==> config.mk <==
export PLATFORM = sky130hd
export DESIGN_NAME = rlts_ctrl
export DESIGN_NICKNAME = d
export VERILOG_FILES = /design/src/sv/assert_macros.svh /design/src/sv/rlts_pkg.sv /design/src/sv/rlts_ctrl.sv
export SDC_FILE = /design/constraint.sdc
export NUM_CORES = 1
export LEC_CHECK = 0
export BUFFER_PORTS_ARGS = -buffer_cell sky130_fd_sc_hd__buf_2
export CAP_MARGIN = 20
export CORE_AREA = 2 2 39 41
export CTS_BUF_LIST = sky130_fd_sc_hd__clkbuf_8
export DETAILED_ROUTE_END_ITERATION = 12
export DIE_AREA = 0 0 41 43
export SLEW_MARGIN = 20
export SYNTH_ARGS = -nofsm -noshare
export SYNTH_HDL_FRONTEND = slang
export SYNTH_SLANG_ARGS = --single-unit
==> constraint.sdc <==
create_clock -name clock -period 2.8 [get_ports clock]
set_clock_uncertainty 0.15 [all_clocks]
set_input_delay 0.42 -clock clock [delete_from_list [all_inputs] [get_ports clock]]
set_output_delay 0.42 -clock clock [all_outputs]
set_load 0.02 [all_outputs]
==> src/sv/assert_macros.svh <==
// Assertion macros shared by the RTL of the remapped line tag store.
// No dependencies; taken in by `include where assertions are written.
`ifndef ASSERT_MACROS_SVH
`define ASSERT_MACROS_SVH
`ifndef ASSERT_OFF
// Same-cycle implication
`define ASSERT_IMPLY(label, clk, rst, ante, cons) \
   label: assert property (@(posedge clk) disable iff (rst) (ante) |-> (cons)) \
      else $error("same-cycle implication failed");
// Next-cycle implication
`define ASSERT_NEXT(label, clk, rst, ante, cons) \
   label: assert property (@(posedge clk) disable iff (rst) (ante) |=> (cons)) \
      else $error("next-cycle implication failed");
`else
`define ASSERT_IMPLY(label, clk, rst, ante, cons)
`define ASSERT_NEXT(label, clk, rst, ante, cons)
`endif
`endif

==> src/sv/rlts_pkg.sv <==
// Package for the remapped line tag store: action codes, field widths,
// parameter defaults, controller state and command/status structs.
`timescale 1ns / 1ps
`default_nettype none
package rlts_pkg;

   // parameter defaults
   localparam int WAYS_DEF             = 64;
   localparam int EXTRA_INDEX_BITS_DEF = 4;
   localparam int BLOCK_BYTES_DEF      = 64;
   localparam int ADDRESS_BITS_DEF     = 48;

   // fixed field widths
   localparam int ACTION_BITS   = 2;
   localparam int DOMAIN_BITS   = 8;
   localparam int WAY_OUT_BITS  = 6;
   localparam int TAG_OUT_BITS  = 32;
   localparam int LINE_OUT_BITS = 10;
   localparam int RWAY_RANGE    = 2 ** WAY_OUT_BITS;

   // action codes; the fourth code behaves as a lookup
   localparam logic [ACTION_BITS-1:0] ACT_LOOKUP = 2'd0;
   localparam logic [ACTION_BITS-1:0] ACT_FILL   = 2'd1;
   localparam logic [ACTION_BITS-1:0] ACT_INVAL  = 2'd2;
   localparam logic [ACTION_BITS-1:0] ACT_PROBE  = 2'd3;

   typedef enum logic [1:0] {
      ST_IDLE,
      ST_COMPARE,
      ST_SELECT,
      ST_UPDATE
   } state_type;

   // controller -> datapath
   typedef struct packed {
      logic load_req;
      logic load_vec;
      logic load_sel;
      logic commit;
   } ctrl_cmd_type;

   // datapath -> controller
   typedef struct packed {
      logic out_free;
   } dpath_stat_type;

endpackage
`default_nettype wire

==> src/sv/rlts_ctrl.sv <==
// Controller of the remapped line tag store: sequences compare, select and
// update for one item. Depends on rlts_pkg.
`timescale 1ns / 1ps
`default_nettype none
module rlts_ctrl
   import rlts_pkg::*;
(
   input  wire logic           clock,
   input  wire logic           reset,
   input  wire logic           req_valid,
   output logic                req_stall,
   output ctrl_cmd_type        cmd,
   input  wire dpath_stat_type stat
);

   state_type state_ff, state_in;

   // state register
   always_ff @(posedge clock) begin
      if (reset) begin
         state_ff <= ST_IDLE;
      end else begin
         state_ff <= state_in;
      end
   end

   // next state and commands
   always_comb begin
      state_in  = state_ff;
      cmd       = '0;
      req_stall = 1'b1;
      unique case (state_ff)
         ST_IDLE: begin
            req_stall = 1'b0;
            if (req_valid) begin
               cmd.load_req = 1'b1;
               state_in     = ST_COMPARE;
            end
         end
         ST_COMPARE: begin
            cmd.load_vec = 1'b1;
            state_in     = ST_SELECT;
         end
         ST_SELECT: begin
            cmd.load_sel = 1'b1;
            state_in     = ST_UPDATE;
         end
         ST_UPDATE: begin
            // wait until the output register can take the result
            if (stat.out_free) begin
               cmd.commit = 1'b1;
               state_in   = ST_IDLE;
            end
         end
         default: begin
            state_in = ST_IDLE;
         end
      endcase
   end

endmodule
`default_nettype wire

==> flow_metrics.py, run 1 <==
metrics = {
    "floorplanning": {
        "initial_core_util_pct": 14.8,
        "boundaryPins": 9,
        "die_h_um": 43,
        "rows": 14,
        "die_area_um2": 1760,
        "core_area_um2": 1380,
        "die_w_um": 41,
    },
    "sta": {
        "finalHoldViolations": 0,
        "rsz0062_at_grt": "no",
        "worst-slew-pin-transition_ps": 223,
        "max_freq_ghz": 0.563,
        "fin_setup_tns_ps": 0,
        "post-route-min-period_ps": 1780,
        "post-route-period-util_pct": 63.5,
        "postLayoutSetupSlackWorst_ps": 1020,
        "report.final.slew_viol_count": 0,
        "maxSlewHeadroom_pct": 85.1,
        "setup_violations": 0,
    },
    "setup_path": {
        "critPathKind": "register to output port",
        "path_buf_inv": 2,
        "cp-end-kind": "output port",
        "crit_path_max_fanout": 4,
        "cp.required_ps": 2230,
        "critical_path.top_delay_family": "flip-flops",
        "cp.arrival_ps": 1210,
        "path_cells": "inv_1, ha_1, and2_2, buf_2",
        "max_stage_delay_ps": 370,
        "start_kind": "register",
        "slowest_stage": "dfxtp_1",
    },
    "clocking": {
        "clk_pin_slew_ps": 30,
        "cts_buffers": 3,
        "cts_setup_buffers": 0,
        "cts.sinks": 2,
        "cts_max_level": 1,
        "root_buffer": "clkbuf_8",
        "worstSkewPairLatency_ps": 210,
        "clockBufferDepth": 2,
        "postCtsHoldBufs": 0,
        "cts_tree": "done",
        "cts_resized": 0,
    },
    "pwr": {
        "ir_drop_mv": 0.229,
        "p_leak_nw": 0.153,
        "p_per_area_nw_per_um2": 1230,
    },
    "logic_synthesis": {
        "synthesis.area_um2": 205,
        "ys_warn_count": 0,
        "yosysSeqAreaShare_pct": 19.5,
        "synth-seq-cells": 2,
        "netlist-cell-type-count": 12,
        "synthCells": 21,
        "syn-num-nets": 30,
        "synth_area_per_cell_um2": 9.77,
    },
    "detailed_routing": {
        "m1WireLength_um": 147,
        "drtAntennaViolNets": 0,
        "drt-total-wl_um": 347,
        "maxUsedRoutingLayer": "met3",
        "dr_wl_met3_um": 32,
        "drc": 0,
        "via_per_inst": 3.54,
        "drtIter0Drc": 2,
        "wl_per_cell_um": 7.23,
        "vias": 170,
        "dr.pass1.iters": 2,
        "wl_met2_um": 167,
    },
    "final_layout": {
        "final_nets": 43,
        "largest_reg_flops": 2,
        "syn2layout_area_growth_pct": 49.4,
        "reg_top3": "state_ff (2)",
        "diodes": 0,
        "drive_above_1_share_pct": 46.9,
        "layout_common_cells": "buf_2 (8), ha_1 (5), inv_1 (3), clkbuf_8 (3)",
        "nFillCells": 153,
        "layout_commonest_cell": "buf_2",
        "regMostFlops": "state_ff",
    },
    "placement": {
        "port_buffers": 8,
        "dp_slack_ps": 1210,
        "gp_congestion": 0.646,
    },
    "grt": {
        "grt_pass1_vias": 162,
        "grt_pass1_wl_um": 565,
        "track_usage_pct": 5.61,
        "antenna_found_initial": 0,
        "grt_max_degree": 5,
        "grt_overflow": 0,
    },
    "status": {
        "status": "completed",
    },
    "worst_hold_path": {
        "holdCritPathClass": "input pin to register",
    },
    "run": {
        "cap_violations": 0,
    },
}
layout make-up:
type | instances | area (um2) | share of cell area (%)
repair buffers | 8 | 40.0 | 13.1
multi-input cells | 16 | 154 | 50.2
clock buffers | 3 | 41.3 | 13.5
inverters | 3 | 11.3 | 3.67
flip-flops and latches | 2 | 40.0 | 13.1
well taps | 16 | 20.0 | 6.53
path summary, 6_finish.rpt:
kind | startpoint | end | slack [ps] | depth (start not counted)
worst max-delay path | state_ff[0] | cmd[3] | 1020 | 4
worst min-delay path | reset | state_ff[1] | 240 | 2
worst max register to register | state_ff[0] | state_ff[0] | 1220 | 5
worst min register to register | state_ff[0] | state_ff[0] | 370 | 2
routing by layer:
layer	vias to the layer above	track usage [%]
li1	89	-
met1	75	5.10
met2	6	5.94
met3	0	6.28
met4	0	6.00
met5	-	0
logic make-up (layout without fill, tap and decap cells):
logic type	count (synthesis)	after routing	share of synthesized area (%)
simple gates	7	7	34.8
buf+inv	3	14	5.49
flops	2	2	19.5
fa+ha+maj	5	5	30.5
compound gates	4	4	9.76
synthesized netlist by cell type:
cell type  instances  area (um2)
nor2b_2            1        8.76
and2_2             1        7.51
and2_1             1        6.26
ha_1               5        62.6
dfxtp_1            2        40.0
or3_1              1        6.26
o21ai_1            2        10.0
inv_1              3        11.3
nor2_8             1        20.0
a21oi_1            2        10.0
nor2b_4            1        13.8
or3b_1             1        8.76
worst reg2reg max path, delay by kind of cell (launching register included):
| family | cells | cell delay, ps |
|---|---|---|
| fa+ha+maj | 1 | 220 |
| compound gates | 1 | 140 |
| buf+inv | 1 | 90 |
| flops | 1 | 370 |
| simple gates | 2 | 530 |
report_power, final:
part           switching [mW]  leakage (nW)  internal, mW
combinational           0.115         0.115        0.0955
clock                  0.0208        0.0216        0.0907
sequential             0.0133        0.0165        0.0422
total                   0.149         0.153         0.228
per-stage QoR:
| step | hold slack (ps) | power (mW) | cell area, um2 | cells | utilization, % |
|---|---|---|---|---|---|
| final | 243 | 0.378 | 307 | 48 | 22.2 |
| after detailed placement | 374 | 0.271 | 265 | 45 | 19.2 |
| after CTS | 240 | 0.387 | 307 | 48 | 22.2 |
| after global placement | 363 | 0.268 | 265 | 45 | 19.2 |
| after floorplan | 332 | 0.225 | 205 | 21 | - |
| after global routing | 237 | 0.416 | 307 | 48 | 22.2 |
(Power assumes the default switching activity.)
==> inputs of run 2 (changes only) <==
==> constraint.sdc (replaced) <==
create_clock -name clock -period 1.5 [get_ports clock]
set_clock_uncertainty 0.15 [all_clocks]
set_input_delay 0.225 -clock clock [delete_from_list [all_inputs] [get_ports clock]]
set_output_delay 0.225 -clock clock [all_outputs]
set_load 0.02 [all_outputs]
==> flow_metrics.py, run 2 (synthesis results as in run 1) <==
metrics = {
    "detailed_routing": {
        "drtIter0Drc": 0,
        "drc": 0,
        "drt-total-wl_um": 487,
        "dr.pass1.iters": 1,
        "via_per_inst": 3.86,
        "vias": 197,
        "drtAntennaViolNets": 0,
        "wl_per_cell_um": 9.55,
    },
    "grt": {
        "grt_max_degree": 5,
        "grt_pass1_vias": 202,
        "track_usage_pct": 7.92,
        "grt_overflow": 0,
        "grt_pass1_wl_um": 834,
        "antenna_found_initial": 0,
    },
    "setup_path": {
        "critPathKind": "register to register",
        "cp.required_ps": 1490,
        "start_kind": "register",
        "r2r_slack_ps": 50,
        "crit_path_max_fanout": 2,
        "crit_start": "state_ff[0]",
        "rr_endpoint": "state_ff[0]",
        "cp.arrival_ps": 1440,
        "cp-end-kind": "register",
        "crit_end": "state_ff[0]",
        "reg2regPathDepth": 6,
        "rr_startpoint": "state_ff[0]",
    },
    "clocking": {
        "cts_tree": "done",
        "cts_max_level": 1,
        "root_buffer": "clkbuf_8",
        "postCtsHoldBufs": 0,
        "cts_buffers": 3,
        "clk_pin_slew_ps": 30,
        "cts_setup_buffers": 0,
        "clockBufferDepth": 2,
        "cts.sinks": 2,
        "worstSkewPairLatency_ps": 210,
    },
    "placement": {
        "dpl_cell_area_um2": 288,
        "dp_cells": 48,
        "gp_congestion": 0.666,
        "place_hpwl_um": 344,
        "port_buffers": 8,
        "dp_slack_ps": -5.88,
    },
    "sta": {
        "maxSlewHeadroom_pct": 90.7,
        "post-route-period-util_pct": 96.8,
        "fin_setup_tns_ps": 0,
        "postLayoutSetupSlackWorst_ps": 48.2,
        "finalHoldViolations": 0,
        "post-route-min-period_ps": 1450,
        "rsz0062_at_grt": "yes",
        "worst-slew-pin-transition_ps": 139,
        "max_freq_ghz": 0.689,
        "report.final.slew_viol_count": 0,
        "setup_violations": 0,
        "hold-worst-slack_ps": 41.1,
    },
    "final_layout": {
        "fin_util_pct": 28.6,
        "reg_top3": "state_ff (2)",
        "largest_reg_flops": 2,
        "layout_commonest_cell": "buf_2",
        "regMostFlops": "state_ff",
        "syn2layout_area_growth_pct": 92.7,
        "diodes": 0,
        "instances_no_fill": 51,
        "fin_area_um2": 395,
        "layout_common_cells": "buf_2 (5), buf_6 (4), clkbuf_8 (3)",
        "drive_above_1_share_pct": 77.1,
        "final_nets": 46,
    },
    "run": {
        "cap_violations": 0,
    },
    "floorplanning": {
        "rows": 14,
        "die_w_um": 41,
        "die_h_um": 43,
        "initial_core_util_pct": 14.8,
        "core_area_um2": 1380,
        "boundaryPins": 9,
        "die_area_um2": 1760,
    },
    "status": {
        "status": "completed",
    },
    "pwr": {
        "p_per_area_nw_per_um2": 2320,
        "ir_drop_mv": 0.667,
        "p_leak_nw": 0.175,
        "p_total_uw": 919,
    },
    "worst_hold_path": {
        "holdCritPathClass": "input pin to register",
    },
}
[run 2: cell types whose count changed in the layout (fill, tap and decap cells not counted), sizes merged]
cell	before	now
buf	8	11
[run 2: what timing repair did]
item,4_1_cts,5_1_grt
cloned,0,0
hold endpoints to repair,0,0
pin swaps,0,2
setup endpoints to repair,4,5
gates resized for setup,4,15
[run 2: where the power goes]
part	leakage [nW]	switching [mW]	total, mW	internal, mW
registers	0.0172	0.0179	0.102	0.0840
clock network	0.0216	0.0427	0.212	0.170
logic	0.137	0.287	0.605	0.318
[run 2: final cells by class]
class | count | area (um2)
inverter | 3 | 11.3
timing repair buffer | 11 | 85.1
clock buffer | 3 | 41.3
sequential | 2 | 42.5
tap | 16 | 20.0
fill | 157 | 988
multi-input combinational | 16 | 195
[run 2: worst min path at each step]
stage                     start           to  slack (ps)  cells after the start
final                     reset  state_ff[1]          40                      2
after global routing      reset  state_ff[1]          40                      2
after CTS                 reset  state_ff[0]          40                      2
after detailed placement  reset  state_ff[0]         260                      2
after global placement    reset  state_ff[0]         260                      2
after floorplan           reset  state_ff[0]         140                      1
[run 2: metal layers]
layer | up-vias | track usage [%] | share of wire [%]
met5 | - | 0 | 0
met4 | 0 | 2.00 | 0
met3 | 0 | 9.42 | 12
met2 | 9 | 10.9 | 54
met1 | 92 | 7.35 | 33
li1 | 96 | - | -
[run 2: worst max-delay path: stages, from the launching register on]
cell and delay (ps):
dfxtp_2 310, inv_1 70, buf_4 130, ha_2 220, nor2_8 50, or3_1 300
a21oi_1 150
